**src/hw/rtl/quaternion_trs_to_matrix_assert.svh**
```systemverilog
// Assertion macros used by the top module of the quaternion to matrix block.
// They expand to nothing when the code is built for synthesis.
`ifndef QUATERNION_TRS_TO_MATRIX_ASSERT_SVH
`define QUATERNION_TRS_TO_MATRIX_ASSERT_SVH
`ifndef SYNTHESIS
`define QTM_ASSERT_IMPL(label, clk, rst, ante, cons) \
  label: assert property (@(posedge clk) disable iff (rst) (ante) |-> (cons)) \
    else $error("qtm: same-cycle assertion failed");
`define QTM_ASSERT_NEXT(label, clk, rst, ante, cons) \
  label: assert property (@(posedge clk) disable iff (rst) (ante) |=> (cons)) \
    else $error("qtm: next-cycle assertion failed");
`else
`define QTM_ASSERT_IMPL(label, clk, rst, ante, cons)
`define QTM_ASSERT_NEXT(label, clk, rst, ante, cons)
`endif
`endif

```
**src/hw/rtl/qtm_pkg.sv**
```systemverilog
`default_nettype none
package qtm_pkg;

  // 1.0 in the Q.28 format of the rotation entries.
  localparam logic signed [33:0] ONE_Q28  = 34'sd268435456;
  // Half an output LSB at 36 fractional bits.
  localparam logic signed [49:0] RND_HALF = 50'sd524288;
  localparam int unsigned        RND_SHIFT = 20;
  // 1.0 in Q15.16.
  localparam logic signed [31:0] ONE_Q16  = 32'sd65536;

  typedef struct packed {
    logic               node;
    logic signed [15:0] qx;
    logic signed [15:0] qy;
    logic signed [15:0] qz;
    logic signed [15:0] qw;
    logic [2:0][15:0]   scale;
    logic [2:0][31:0]   trans;
  } in_t;

  typedef struct packed {
    logic               node;
    logic [2:0][15:0]   scale;
    logic [2:0][31:0]   trans;
    logic signed [31:0] xx;
    logic signed [31:0] yy;
    logic signed [31:0] zz;
    logic signed [31:0] xy;
    logic signed [31:0] xz;
    logic signed [31:0] yz;
    logic signed [31:0] wx;
    logic signed [31:0] wy;
    logic signed [31:0] wz;
  } prod_t;

  // Rotation entries in column-major order: r00 r10 r20 r01 r11 r21 r02 r12 r22.
  typedef struct packed {
    logic             node;
    logic [2:0][15:0] scale;
    logic [2:0][31:0] trans;
    logic [8:0][33:0] rot;
  } rot_t;

  typedef struct packed {
    logic             node;
    logic [2:0][31:0] trans;
    logic [8:0][49:0] prod;
  } mul_t;

  typedef struct packed {
    logic              node;
    logic [11:0][31:0] m;
  } res_t;

endpackage
`default_nettype wire

```
**src/hw/rtl/qtm_rot_sum.sv**
```systemverilog
`default_nettype none
module qtm_rot_sum (
  input  wire logic           clk,
  input  wire logic           rst,
  input  wire logic           in_valid,
  output logic                in_ready,
  input  wire qtm_pkg::prod_t in_data,
  output logic                out_valid,
  input  wire logic           out_ready,
  output qtm_pkg::rot_t       out_data
);
  import qtm_pkg::*;

  logic valid;
  rot_t data;
  rot_t data_next;

  assign in_ready  = !valid || out_ready;
  assign out_valid = valid;
  assign out_data  = data;

  // Doubled products need 33 bits and the sums 34; the sums stay within about 2^32 and are exact.
  always_comb begin
    logic signed [33:0] xx2, yy2, zz2, xy2, xz2, yz2, wx2, wy2, wz2;
    xx2 = 34'(in_data.xx) <<< 1;
    yy2 = 34'(in_data.yy) <<< 1;
    zz2 = 34'(in_data.zz) <<< 1;
    xy2 = 34'(in_data.xy) <<< 1;
    xz2 = 34'(in_data.xz) <<< 1;
    yz2 = 34'(in_data.yz) <<< 1;
    wx2 = 34'(in_data.wx) <<< 1;
    wy2 = 34'(in_data.wy) <<< 1;
    wz2 = 34'(in_data.wz) <<< 1;
    data_next.node   = in_data.node;
    data_next.scale  = in_data.scale;
    data_next.trans  = in_data.trans;
    data_next.rot[0] = ONE_Q28 - yy2 - zz2;
    data_next.rot[1] = xy2 + wz2;
    data_next.rot[2] = xz2 - wy2;
    data_next.rot[3] = xy2 - wz2;
    data_next.rot[4] = ONE_Q28 - xx2 - zz2;
    data_next.rot[5] = yz2 + wx2;
    data_next.rot[6] = xz2 + wy2;
    data_next.rot[7] = yz2 - wx2;
    data_next.rot[8] = ONE_Q28 - xx2 - yy2;
  end

  always_ff @(posedge clk) begin
    if (rst) begin
      valid <= 1'b0;
    end else if (in_ready) begin
      valid <= in_valid;
    end
  end

  always_ff @(posedge clk) begin
    if (in_valid && in_ready) begin
      data <= data_next;
    end
  end

endmodule
`default_nettype wire

```
**config.mk**
```make
export PLATFORM = sky130hd
export DESIGN_NAME = qtm_rot_sum
export DESIGN_NICKNAME = d
export VERILOG_FILES = /design/src/hw/rtl/quaternion_trs_to_matrix_assert.svh /design/src/hw/rtl/qtm_pkg.sv /design/src/hw/rtl/qtm_rot_sum.sv
export SDC_FILE = /design/constraint.sdc
export NUM_CORES = 1
export LEC_CHECK = 0
export BUFFER_PORTS_ARGS = -buffer_cell sky130_fd_sc_hd__buf_2
export CORE_AREA = 10 10 333 335
export DETAILED_ROUTE_END_ITERATION = 6
export DIE_AREA = 0 0 343 345
export PLACE_DENSITY = 0.47
export SLEW_MARGIN = 20
export SYNTH_ARGS = -nofsm -noshare
export SYNTH_HDL_FRONTEND = slang
export SYNTH_SLANG_ARGS = --single-unit
```
**constraint.sdc**
```tcl
create_clock -name clk -period 30.2 [get_ports clk]
set_input_delay 6.04 -clock clk [delete_from_list [all_inputs] [get_ports clk]]
set_output_delay 6.04 -clock clk [all_outputs]
set_load 0.03 [all_outputs]
```
==> metrics.txt <==
# TYPE chip_impl_metric gauge
chip_impl_metric{name="routedWlPerCell",unit="µm"} 22.98
chip_impl_metric{name="timing.critical_path.fanout_max",unit=""} 3
chip_impl_metric{name="drt-vias-per-instance",unit=""} 4.740
chip_impl_info{name="timing.hold.worst.class",value="reg2reg"} 1
chip_impl_metric{name="cts_setup_buffers",unit=""} 0
chip_impl_info{name="hold_path_sink",value="out_valid"} 1
chip_impl_metric{name="cts_max_level",unit=""} 2
chip_impl_metric{name="min_path_cells",unit=""} 2
chip_impl_info{name="setup.worst_path.class",value="in2out"} 1
chip_impl_metric{name="async_reset_ff_share",unit="%"} 0
chip_impl_metric{name="maxSlewViolCount",unit=""} 0
chip_impl_metric{name="clock-skew-final",unit="ns"} 0.02677
chip_impl_metric{name="core",unit="µm²"} 104400
chip_impl_metric{name="start_util",unit="%"} 27.85
chip_impl_info{name="ys.flop_type",value="edfxtp_1"} 1
chip_impl_metric{name="dpl.cell_count",unit=""} 4964
chip_impl_metric{name="cp_data_arrival_time",unit="ns"} 6.55
chip_impl_metric{name="chipWidth",unit="µm"} 343
chip_impl_info{name="worstPathCellList",value="buf_2 -> nand2b_1 -> buf_2"} 1
chip_impl_metric{name="p_int",unit="mW"} 1.384
chip_impl_metric{name="dr.first_iter.drc_count",unit=""} 1382
chip_impl_metric{name="clkTransAtPathRegs",unit="ns"} 0.06
chip_impl_metric{name="wirelength",unit="µm"} 117000
chip_impl_metric{name="cts.hold.buffers_added",unit=""} 0
chip_impl_metric{name="maxSlewHeadroom",unit="%"} 35.24
chip_impl_metric{name="synth_top_area_share",unit="%"} 45.34
chip_impl_info{name="setup_repair_after_global_routing_missed_its_margin",value="false"} 1
chip_impl_metric{name="stdcell_count",unit=""} 5089
chip_impl_metric{name="area_growth",unit="%"} 26.76
chip_impl_info{name="critPathMostFrequentCell",value="buf_2"} 1
chip_impl_metric{name="overall_fraction_of_global_route_tracks_in_use",unit="%"} 18.65
chip_impl_metric{name="achievable-frequency",unit="MHz"} 79.42
chip_impl_metric{name="io-pin-count",unit=""} 890
chip_impl_metric{name="postSynthCellCount",unit=""} 2767
chip_impl_info{name="holdCritStartpoint",value="out_valid"} 1
chip_impl_metric{name="netSwitchingPower",unit="mW"} 0.7518
chip_impl_info{name="crit_path_start_kind",value="primary input"} 1
chip_impl_info{name="run_status",value="finished clean"} 1
chip_impl_metric{name="place_area",unit="µm²"} 34910
chip_impl_metric{name="swShare",unit="%"} 35.20
chip_impl_metric{name="synthesis.yosys.warnings",unit=""} 0
chip_impl_metric{name="clk-insertion-delay-late",unit="ns"} 0.65
chip_impl_metric{name="hpwlAfterDp",unit="µm"} 97170
chip_impl_metric{name="postLayoutCellArea",unit="µm²"} 36850
chip_impl_metric{name="ys_types",unit=""} 89
chip_impl_metric{name="vdd_drop_max",unit="mV"} 0.03994
chip_impl_metric{name="antenna_violations_before_repair",unit=""} 43
chip_impl_metric{name="drt.antenna.violating_nets",unit=""} 0
chip_impl_metric{name="crit_required",unit="ns"} 24.16
chip_impl_metric{name="finalSetupTns",unit="ns"} 0
chip_impl_metric{name="cts-root-to-sink-buffers",unit=""} 3
chip_impl_metric{name="finalHoldViolCount",unit=""} 0
chip_impl_metric{name="mapped_avg_cell_area",unit="µm²"} 10.51
chip_impl_info{name="synth.top_cells.by_count",value="edfxtp_1 (439), ha_1 (320), inv_1 (291)"} 1
chip_impl_metric{name="number_of_endpoints_failing_setup_at_the_final_stage",unit=""} 0
chip_impl_metric{name="maxCapViolCount",unit=""} 0
chip_impl_metric{name="grt_start_max_net_pins",unit=""} 156
chip_impl_metric{name="floorplan.die_area",unit="µm²"} 118300
chip_impl_metric{name="routabilityCongestion",unit=""} 0.9121
chip_impl_metric{name="cts.sink_count",unit=""} 440
chip_impl_metric{name="grt_overflow",unit=""} 0
chip_impl_metric{name="pwr_density_cell",unit="nW/µm²"} 57.96
chip_impl_metric{name="portBuffers",unit=""} 880
chip_impl_info{name="cts_root_buf",value="clkbuf_16"} 1
chip_impl_metric{name="finalCritPeriodShare",unit="%"} 41.70
chip_impl_info{name="synth_top_cell_by_area",value="edfxtp_1"} 1
chip_impl_info{name="kind_of_end_point_of_the_critical_path",value="primary output"} 1
chip_impl_metric{name="power.combinational.fraction",unit="%"} 30.1
chip_impl_metric{name="grt_first_pass_wirelength",unit="µm"} 165600
chip_impl_metric{name="crit_path_max_incr_delay",unit="ns"} 0.21
chip_impl_info{name="r2r-end",value="out_data[291]"} 1
chip_impl_metric{name="layout_min_cycle_time",unit="ns"} 12.59
chip_impl_metric{name="synth_edf_count",unit=""} 439
chip_impl_metric{name="dr_total_vias",unit=""} 24120
chip_impl_metric{name="fp_rows",unit=""} 119
chip_impl_info{name="critical_path.slowest_cell",value="buf_2"} 1
chip_impl_metric{name="drive_above_1_share",unit="%"} 27.45
chip_impl_metric{name="number_of_cells_traversed_by_the_worst_register_to_register_path",unit=""} 4
chip_impl_metric{name="dieHeight",unit="µm"} 345
chip_impl_metric{name="transition_time_at_the_pin_with_the_least_slew_margin",unit="ns"} 0.9714
chip_impl_metric{name="firstDrtPassIters",unit=""} 6
chip_impl_info{name="yosys.cell_count.top_type",value="edfxtp_1"} 1
chip_impl_metric{name="cts_repair_resize_count",unit=""} 0
chip_impl_metric{name="ff2ff_setup_slack",unit="ns"} 26.82
chip_impl_metric{name="tritoncts.num_buffers",unit=""} 56
chip_impl_metric{name="power.sequential.fraction",unit="%"} 37.1
chip_impl_metric{name="postSynthRegisterBits",unit=""} 440
chip_impl_metric{name="mappedNetlistArea",unit="µm²"} 29070
chip_impl_metric{name="synth_sequential_area_ratio",unit="%"} 45.41
chip_impl_info{name="ys_top_cells_by_area",value="edfxtp_1 (45%), ha_1 (14%), xnor2_1 (6.4%)"} 1
chip_impl_metric{name="drt_drc_violations_left",unit=""} 0
chip_impl_metric{name="total_leakage_power",unit="nW"} 16.51
chip_impl_info{name="tritoncts",value="done"} 1
chip_impl_info{name="r2r-start",value="out_valid"} 1
chip_impl_metric{name="first_global_vias",unit=""} 24430
chip_impl_metric{name="clockPowerShare",unit="%"} 32.8
chip_impl_metric{name="num-nets-final",unit=""} 4397
worst max path at each step:
stage	to	slack [ns]	from	cells after the start
6_report	in_ready	17.61	out_ready	3
2_1_floorplan	out_data[100]	13.02	out_ready	2
3_3_place_gp	in_ready	17.60	out_ready	3
3_5_place_dp	in_ready	17.61	out_ready	3
4_1_cts	in_ready	17.61	out_ready	3
5_1_grt	in_ready	17.59	out_ready	3
cell usage in the layout, fill, tap and decap left out, types with 59 or more instances in the layout:
master,count
xnor2_1,212
a21o_1,93
nand2_1,93
a21oi_1,246
o21bai_1,71
o21ai_0,92
xor2_1,65
nor2_1,204
nor3_1,59
edfxtp_1,439
inv_1,291
buf_2,880
ha_1,320
power groups by stage:
stage / Sequential, mW / Combinational [mW] / Clock, mW
detailed placement: 0.805 / 0.648 / 0
global placement: 0.805 / 0.651 / 0
floorplan: 0.949 / 0.292 / 0
CTS: 0.793 / 0.652 / 0.729
global route: 0.798 / 0.699 / 0.750
finish: 0.792 / 0.644 / 0.700
per-stage QoR:
stage               setup slack, ns  power (mW)  utilization (%)  hold slack, ns
global route                  17.59       2.246            35.28          0.6271
finish                        17.61       2.136            35.31          0.6062
CTS                           17.61       2.175            35.26          0.6062
detailed placement            17.61       1.453            33.45          0.5939
floorplan                     13.02       1.241                -          0.8595
global placement              17.60       1.455            33.45          0.5920
logic make-up (layout without fill, tap and decap cells):
family | count (synthesis) | count (layout) | synth area share, %
other | 1 | 28 | 0.01290
DFF | 440 | 440 | 45.41
and+or+nand+nor | 603 | 603 | 10.20
xor gates and xnor gates | 278 | 278 | 8.401
AOI/OAI and AO/OA | 729 | 729 | 16.31
buffers and inverters | 384 | 1288 | 5.164
muxes | 3 | 3 | 0.1076
adders and majority gates | 329 | 329 | 14.39
metal layers:
metal  track usage [%]  vias to the layer above  routed length (µm)
li1                  -                    11730                   -
met1             20.26                    11450               43700
met2             34.33                      762               59890
met3             6.211                      149               10470
met4             4.489                       32                2688
met5                 0                        -                 220
registers in the layout, summed over array words and instances, names as in the netlist:
name / cells
out_data: 439
out_valid: 1
final cells by class:
class                           count  area (µm²)
Antenna cell                       19       47.55
Clock buffer                       65        1435
Clock inverter                     41       456.7
Fill cell                       10730       67520
Inverter                          297        1115
Multi-Input combinational cell   1951       14400
Sequential cell                   440       13200
Tap cell                         1391        1740
Timing Repair Buffer              885        4454
critical path, delay by kind of cell:
family,cells,cell delay (ns)
buf+inv,2,0.30
simple gates,1,0.20
(Power assumes the default switching activity.)
