--- src/hw/rtl/quaternion_trs_to_matrix_assert.svh ---
// Assertion macros used by the top module of the quaternion to matrix block.
// They expand to nothing when the code is built for synthesis.
`ifndef QUATERNION_TRS_TO_MATRIX_ASSERT_SVH
`define QUATERNION_TRS_TO_MATRIX_ASSERT_SVH
`ifndef SYNTHESIS
`define QTM_ASSERT_IMPL(label, clk, rst, ante, cons) \
  label: assert property (@(posedge clk) disable iff (rst) (ante) |-> (cons)) \
    else $error("qtm: same-cycle assertion failed");
`define QTM_ASSERT_NEXT(label, clk, rst, ante, cons) \
  label: assert property (@(posedge clk) disable iff (rst) (ante) |=> (cons)) \
    else $error("qtm: next-cycle assertion failed");
`else
`define QTM_ASSERT_IMPL(label, clk, rst, ante, cons)
`define QTM_ASSERT_NEXT(label, clk, rst, ante, cons)
`endif
`endif

--- src/hw/rtl/qtm_pkg.sv ---
`default_nettype none
package qtm_pkg;

  // 1.0 in the Q.28 format of the rotation entries.
  localparam logic signed [33:0] ONE_Q28  = 34'sd268435456;
  // Half an output LSB at 36 fractional bits.
  localparam logic signed [49:0] RND_HALF = 50'sd524288;
  localparam int unsigned        RND_SHIFT = 20;
  // 1.0 in Q15.16.
  localparam logic signed [31:0] ONE_Q16  = 32'sd65536;

  typedef struct packed {
    logic               node;
    logic signed [15:0] qx;
    logic signed [15:0] qy;
    logic signed [15:0] qz;
    logic signed [15:0] qw;
    logic [2:0][15:0]   scale;
    logic [2:0][31:0]   trans;
  } in_t;

  typedef struct packed {
    logic               node;
    logic [2:0][15:0]   scale;
    logic [2:0][31:0]   trans;
    logic signed [31:0] xx;
    logic signed [31:0] yy;
    logic signed [31:0] zz;
    logic signed [31:0] xy;
    logic signed [31:0] xz;
    logic signed [31:0] yz;
    logic signed [31:0] wx;
    logic signed [31:0] wy;
    logic signed [31:0] wz;
  } prod_t;

  // Rotation entries in column-major order: r00 r10 r20 r01 r11 r21 r02 r12 r22.
  typedef struct packed {
    logic             node;
    logic [2:0][15:0] scale;
    logic [2:0][31:0] trans;
    logic [8:0][33:0] rot;
  } rot_t;

  typedef struct packed {
    logic             node;
    logic [2:0][31:0] trans;
    logic [8:0][49:0] prod;
  } mul_t;

  typedef struct packed {
    logic              node;
    logic [11:0][31:0] m;
  } res_t;

endpackage
`default_nettype wire

--- src/hw/rtl/qtm_round.sv ---
`default_nettype none
module qtm_round (
  input  wire logic          clk,
  input  wire logic          rst,
  input  wire logic          in_valid,
  output logic               in_ready,
  input  wire qtm_pkg::mul_t in_data,
  output logic               out_valid,
  input  wire logic          out_ready,
  output qtm_pkg::res_t      out_data
);
  import qtm_pkg::*;

  logic valid;
  res_t data;
  res_t data_next;

  assign in_ready  = !valid || out_ready;
  assign out_valid = valid;
  assign out_data  = data;

  // Round half up, then floor shift. The products stay below 2^48 in magnitude,
  // so the shifted result is below 2^28 and always fits the 32-bit range.
  always_comb begin
    logic signed [49:0] v;
    logic signed [49:0] q;
    data_next.node = in_data.node;
    for (int k = 0; k < 9; k++) begin
      v = $signed(in_data.prod[k]) + RND_HALF;
      q = v >>> RND_SHIFT;
      data_next.m[k] = q[31:0];
    end
    for (int k = 0; k < 3; k++) begin
      data_next.m[9 + k] = in_data.trans[k];
    end
    if (!in_data.node) begin
      for (int k = 0; k < 12; k++) begin
        data_next.m[k] = '0;
      end
      data_next.m[0] = ONE_Q16;
      data_next.m[4] = ONE_Q16;
      data_next.m[8] = ONE_Q16;
    end
  end

  always_ff @(posedge clk) begin
    if (rst) begin
      valid <= 1'b0;
    end else if (in_ready) begin
      valid <= in_valid;
    end
  end

  always_ff @(posedge clk) begin
    if (in_valid && in_ready) begin
      data <= data_next;
    end
  end

endmodule
`default_nettype wire
--- config.mk ---
export PLATFORM = sky130hd
export DESIGN_NAME = qtm_round
export DESIGN_NICKNAME = d
export VERILOG_FILES = /design/src/hw/rtl/quaternion_trs_to_matrix_assert.svh /design/src/hw/rtl/qtm_pkg.sv /design/src/hw/rtl/qtm_round.sv
export SDC_FILE = /design/constraint.sdc
export NUM_CORES = 1
export LEC_CHECK = 0
export BUFFER_PORTS_ARGS = -buffer_cell sky130_fd_sc_hd__buf_2
export CORE_AREA = 2 2 366 368
export CTS_CLUSTER_SIZE = 30
export DETAILED_ROUTE_END_ITERATION = 8
export DIE_AREA = 0 0 368 370
export SYNTH_ARGS = -nofsm -noshare
export SYNTH_HDL_FRONTEND = slang
export SYNTH_SLANG_ARGS = --single-unit
--- constraint.sdc ---
create_clock -name clk -period 13.7 [get_ports clk]
set_clock_uncertainty 0.05 [all_clocks]
set_input_delay 0.685 -clock clk [delete_from_list [all_inputs] [get_ports clk]]
set_output_delay 0.685 -clock clk [all_outputs]
set_load 0.02 [all_outputs]
==> results of run 1 <==
==> how the worst min path moves through the flow <==
stage | startpoint | to | slack, ns | depth (start not counted)
2_1_floorplan | out_valid$_SDFFE_PP0N_ | out_valid$_SDFFE_PP0N_ | 0.68 | 2
3_3_place_gp | out_valid$_SDFFE_PP0N_ | out_valid$_SDFFE_PP0N_ | 0.46 | 2
3_5_place_dp | out_valid$_SDFFE_PP0N_ | out_valid$_SDFFE_PP0N_ | 0.46 | 2
4_1_cts | rst | out_valid$_SDFFE_PP0N_ | 0.09 | 2
5_1_grt | rst | out_valid$_SDFFE_PP0N_ | 0.11 | 2
6_report | rst | out_valid$_SDFFE_PP0N_ | 0.16 | 2
==> power by group <==
part           switching (mW)  internal [mW]  total, mW
Combinational           0.310          0.139      0.449
Sequential             0.0262           1.33       1.36
Clock                   0.553          0.717       1.27
==> per-layer routing <==
| metal | GRT usage, % | up-vias |
|---|---|---|
| met5 | 0 | - |
| met4 | 3.35 | 16 |
| met3 | 4.73 | 105 |
| met2 | 17.9 | 759 |
| met1 | 13.9 | 8294 |
| li1 | - | 7971 |
==> final cells by class <==
class | count | area, um^2 | share of cell area, %
inverter | 31 | 124 | 0.473
clock buffer | 59 | 1220 | 4.66
timing repair buffer | 778 | 3930 | 15.0
multi-input combinational | 1194 | 7340 | 28.0
tap | 1768 | 2210 | 8.45
clock inverter | 25 | 307 | 1.17
antenna | 6 | 15.0 | 0.0573
sequential | 368 | 11000 | 42.2
==> layout by cell type, fill, tap and decap left out, drive strengths merged, types with 6 or more instances in the layout <==
master | Yosys | final
xnor2 | 43 | 43
nand3 | 102 | 102
nand4 | 65 | 65
o21ai | 52 | 52
diode | 0 | 6
or3 | 52 | 52
edfxtp | 367 | 367
nor2 | 90 | 90
nand2 | 112 | 112
mux2i | 26 | 26
o31ai | 87 | 87
ha | 9 | 9
nand2b | 28 | 28
and3 | 26 | 26
clkinv | 1 | 14
nor3 | 14 | 14
xor2 | 47 | 47
a21oi | 140 | 140
inv | 30 | 34
and2 | 115 | 115
clkbuf | 73 | 59
buf | 26 | 778
and4 | 39 | 39
or4 | 95 | 95
nor4 | 36 | 36
==> state kept, by name, indices dropped and copies added (netlist names) <==
signal and flops:
out_data 367, out_valid 1
==> kinds of logic after synthesis <==
group / count (synthesis) / synth area share, %
adders and majority gates: 9 / 0.594
AOI/OAI and AO/OA: 285 / 8.77
buffers and inverters: 131 / 3.11
DFF: 368 / 58.2
xor gates and xnor gates: 90 / 4.16
muxes: 27 / 1.43
and+or+nand+nor: 783 / 23.7
==> worst max-delay path, cell delays in order (launching register included) <==
cell,delay [ns]
dfxtp_1,0.30
nand2b_1,0.10
and2_4,0.61
buf_4,0.57
buf_4,0.72
buf_4,0.68
==> results.toml, run 1 <==
[timing]
max-slew-margin-rel_pct = 26.1
whs_ns = 0.163
finalSetupViolCount = 0
fin_crit_ns = 3.63
clock.fmax_ghz = 0.276
hold_viol = 0
finalWorstSetupSlack_ns = 10.07
maxSlewViolCount = 0
rsz0062_at_grt = "no"
tightest_slew_ns = 1.11
post-route-period-util_pct = 26.5
finalSetupTns_ns = 0

[clock_network]
htreeDepth = 2
cts_buffer_depth = 3
post_cts_buffers = 0
cts_buffers = 47
cts-root-buf = "clkbuf_16"
clkSinkCount = 368
ctsHoldBuffers = 0
cts.clk_slew.worst_paths_ns = 0.06
tritoncts = "done"
clk_latency_ns = 0.62
cts-resized-gates = 0

[global_routing]
grt_pass1_vias = 16200
grt_usage_pct = 11.3
grt_pass1_wl_mm = 112
grt_max_degree = 87
antenna_found_initial = 21
overflow = 0

[routing]
drt_iter0_markers = 1095
wl_met1_mm = 34.4
wl_met3_mm = 8.41
wl_mm = 82.0
first_pass_iters = 5
ant_nets = 0
wl_per_cell_um = 19.4
vias = 17100
top_layer = "met5"
drcViolationCount = 0
wl_met2_mm = 36.9
via_per_inst = 4.05

[synthesis]
synth-edff-count = 367
synth.avg_cell_area_um2 = 11.2
ys_top_cells_by_count = "edfxtp_1, a21oi_1, and2_1, nand2_1, nand3_1"
synth_nets = 2253
synth_most_common_cell = "edfxtp_1"
ys_types = 43
synth_seq_cells = 368
ys_async_sr_fraction_pct = 0
synth-seq-area-share_pct = 58.2
synth_cells = 1693
netlist.top_cell.by_area = "edfxtp_1"
post-synth-top-area-fraction_pct = 58.1
synth_area_um2 = 19000
synthTopCellsByArea = "edfxtp_1, and2_1, or4_1, a21oi_1, o31ai_1"
ys_warn_count = 0
synth_flop_cell = "edfxtp_1"

[critical_path]
reg2reg_depth = 5
startpoint = "out_valid$_SDFFE_PP0N_"
cp-endpoint = "out_data[115]$_SDFFCE_PN0P_"
critical_path_arrival_ns = 3.80
reg2reg_to = "out_data[115]$_SDFFCE_PN0P_"
required_ns = 13.88
path_max_fanout = 62
worstSetupPathType = "register to register"
start_kind = "register"
r2r_setup_slack_ns = 10.07
end_kind = "register"
timing.rr.start = "out_valid$_SDFFE_PP0N_"

[floorplanning]
design.core.area_um2 = 132000
dieArea_um2 = 136000
die-width_um = 368
rows = 134
die_y_um = 370
start_util_pct = 14.3
ios = 938

[power_and_ir_drop]
p_leak_nw = 9.61
vdd_drop_max_mv = 0.0891
finalPower_mw = 3.08
power_density_nw_per_um2 = 117

[place]
place_ws_ns = 9.50
placed_area_um2 = 24600
gp_congestion = 0.904
dp.final_hpwl_mm = 64.3
port_buffers = 766
dp_cells = 4139

[final_layout]
stdcell_count = 4229
n_fill_cell = 14600
drive_above_1_share_pct = 34.9
syn_to_final_growth_pct = 38.1
design_area_um2 = 26200
layout.nets = 2980
final_core_util_pct = 19.8

[run]
drv_cap = 0

[worst_hold_path]
min_path_type = "input pin to register"

[outcome]
status = "finished clean"
(Power assumes the default switching activity.)
==> run 2: changes to the inputs <==
--- a/config.mk
+++ b/config.mk
@@ -6,10 +6,10 @@
 export NUM_CORES = 1
 export LEC_CHECK = 0
 export BUFFER_PORTS_ARGS = -buffer_cell sky130_fd_sc_hd__buf_2
-export CORE_AREA = 2 2 366 368
+export CORE_AREA = 2 2 365 367
 export CTS_CLUSTER_SIZE = 30
 export DETAILED_ROUTE_END_ITERATION = 8
-export DIE_AREA = 0 0 368 370
+export DIE_AREA = 0 0 367 369
 export SYNTH_ARGS = -nofsm -noshare
 export SYNTH_HDL_FRONTEND = slang
 export SYNTH_SLANG_ARGS = --single-unit
==> constraint.sdc (replaced) <==
create_clock -name clk -period 3.2 [get_ports clk]
set_clock_uncertainty 0.05 [all_clocks]
set_input_delay 0.16 -clock clk [delete_from_list [all_inputs] [get_ports clk]]
set_output_delay 0.16 -clock clk [all_outputs]
set_load 0.02 [all_outputs]
==> run 2 against run 1 <==
  * Worst hold slack lost 0.11 ns
  * Sequential share of layout area is 7.5 points lower
  * Clock power rose to 4.3 times the previous value
  * Worst setup slack got worse by 10 ns
  * Combinational power increased to 5.7 times the previous value
  * Via count up 16%
  * Final area grew 22%
  * Count of clock-buffer cells in the layout is 2 lower
  * Register-to-register slack lost 8.8 ns
  * Routed wire length increased by 8.9%
  * Final cell count increased by 13%
  * Die area decreased by 0.54%
  * Largest power group unchanged
==> results.toml, run 2 (synthesis results as in run 1) <==
[power_and_ir_drop]
finalPower_mw = 13.8
combPwrFrac_pct = 18.5
p_leak_nw = 12.1
power_frac_seq_pct = 42.1
switchingPower_mw = 3.85
power_density_nw_per_um2 = 433
power.internal_mw = 9.95
vdd_drop_max_mv = 0.436
switching_share_pct = 27.9
power_frac_clock_pct = 39.4

[routing]
wl_met2_mm = 42.1
via_per_inst = 4.18
wl_met1_mm = 35.2
drt_iter0_markers = 1597
drcViolationCount = 0
vias = 20000
ant_nets = 0
first_pass_iters = 6
wl_per_cell_um = 18.7
top_layer = "met5"
wl_met3_mm = 8.41
wl_mm = 89.3

[global_routing]
grt_usage_pct = 12.5
overflow = 0
grt_max_degree = 114
antenna_found_initial = 10
grt_pass1_wl_mm = 128
grt_pass1_vias = 19900

[final_layout]
final_common_cell = "buf_2"
layout.nets = 3540
drive_above_1_share_pct = 29.9
largest_reg_flops = 367
final_cell_mix = "buf_2, dlygate4sd3_1, edfxtp_1"
syn_to_final_growth_pct = 68.0
n_fill_cell = 13900

[timing]
tightest_slew_ns = 0.802
finalSetupViolCount = 0
rsz0062_at_grt = "no"
post-route-period-util_pct = 99.5
hold_viol = 0
clock.fmax_ghz = 0.314
finalWorstSetupSlack_ns = 0.0156
maxSlewViolCount = 0
max-slew-margin-rel_pct = 46.6
fin_crit_ns = 3.18

[critical_path]
end_kind = "register"
path_max_fanout = 6
start_kind = "input pin"
timing.rr.start = "out_valid$_SDFFE_PP0N_"
required_ns = 3.50
startpoint = "in_data[236]"
cp-endpoint = "out_data[152]$_SDFFCE_PN0P_"
reg2reg_depth = 3
worstSetupPathType = "input pin to register"
critical_path_arrival_ns = 3.48
r2r_setup_slack_ns = 1.29
reg2reg_to = "out_data[146]$_SDFFCE_PN0P_"

[clock_network]
clk_latency_ns = 0.60
cts-root-buf = "clkbuf_16"
clkSinkCount = 368
cts_buffer_depth = 3
cts.clk_slew.worst_paths_ns = 0.06
tritoncts = "done"
htreeDepth = 2
cts_buffers = 45

[place]
place_ws_ns = 0.721
dp.final_hpwl_mm = 66.4
gp_congestion = 0.889
port_buffers = 766

[worst_hold_path]
min_path_type = "input pin to register"

[floorplanning]
ios = 938
design.core.area_um2 = 131000
dieArea_um2 = 135000
start_util_pct = 14.5
die-width_um = 367
die_y_um = 369
rows = 133

[outcome]
status = "finished clean"

[run]
drv_cap = 0
-- run 2: cell types whose count changed in the layout (fill, tap and decap cells not counted), sizes merged --
| cell | delta |
|---|---|
| clkinv | +3 |
| inv | -1 |
| clkbuf | -2 |
| bufinv | +3 |
| clkinvlp | -3 |
| dlygate4sd3 | +523 |
| buf | +39 |
-- run 2: worst min-delay path by stage --
stage / cells after the start / end / slack, ns / from
after detailed placement: 2 / out_valid$_SDFFE_PP0N_ / 0.26 / rst
after CTS: 5 / out_data[10]$_SDFFCE_PN0P_ / 0.001 / in_data[29]
after floorplan: 1 / out_valid$_SDFFE_PP0N_ / 0.17 / rst
after global placement: 2 / out_valid$_SDFFE_PP0N_ / 0.26 / rst
final: 3 / out_data[77]$_SDFFCE_PN0P_ / 0.06 / in_data[131]
after global routing: 3 / out_data[76]$_SDFFCE_PN0P_ / 0.03 / in_data[132]
-- run 2: worst max-delay path, stage by stage --
cell,delay [ns]
dlygate4sd3_1,0.53
buf_2,0.18
nand4_1,0.30
or4_1,0.81
o31ai_1,0.29
dlygate4sd3_1,0.59
a21oi_1,0.06
dlygate4sd3_1,0.57
-- run 2: layout make-up --
type | count | area (um^2) | share of cell area [%]
antenna | 6 | 15.0 | 0.0471
clock buffer | 57 | 1170 | 3.68
clock inverter | 27 | 368 | 1.15
inverter | 31 | 124 | 0.389
multi-input combinational | 1194 | 7370 | 23.1
sequential | 368 | 11000 | 34.7
tap | 1755 | 2200 | 6.89
timing repair buffer | 1340 | 9570 | 30.0
-- run 2: routing by layer --
metal / vias up / global-route usage, %
met4: 4 / 5.27
li1: 9093 / -
met5: - / 0
met3: 165 / 3.64
met2: 1096 / 20.9
met1: 9612 / 14.9
-- run 2: what timing repair did --
action                     in CTS  in global routing
hold endpoints to repair      354                  0
resized for setup               0                  6
buffers inserted                0                  5
setup endpoints to repair       0                 12
hold buffers                  523                  0
-- run 2: power groups by stage --
| stage | combinational (mW) | clock (mW) | sequential, mW |
|---|---|---|---|
| finish | 2.55 | 5.43 | 5.81 |
| global route | 2.72 | 5.76 | 5.84 |
| CTS | 2.53 | 5.58 | 5.81 |
| detailed placement | 1.99 | 0 | 5.91 |
| global placement | 1.97 | 0 | 5.91 |
| floorplan | 0.535 | 0 | 6.31 |
-- run 2: per-stage QoR --
stage / hold WS (ns) / area (um^2) / util (%) / instances / setup TNS (ns)
3_5_place_dp: 0.264 / 25000 / 19.1 / 4160 / 0
6_report: 0.0571 / 31900 / 24.3 / 4778 / 0
3_3_place_gp: 0.260 / 25000 / 19.1 / 4160 / 0
2_1_floorplan: 0.169 / 19000 / - / 1693 / -125.18
5_1_grt: 0.0298 / 31900 / 24.3 / 4776 / 0
4_1_cts: 0.00146 / 31800 / 24.2 / 4767 / 0
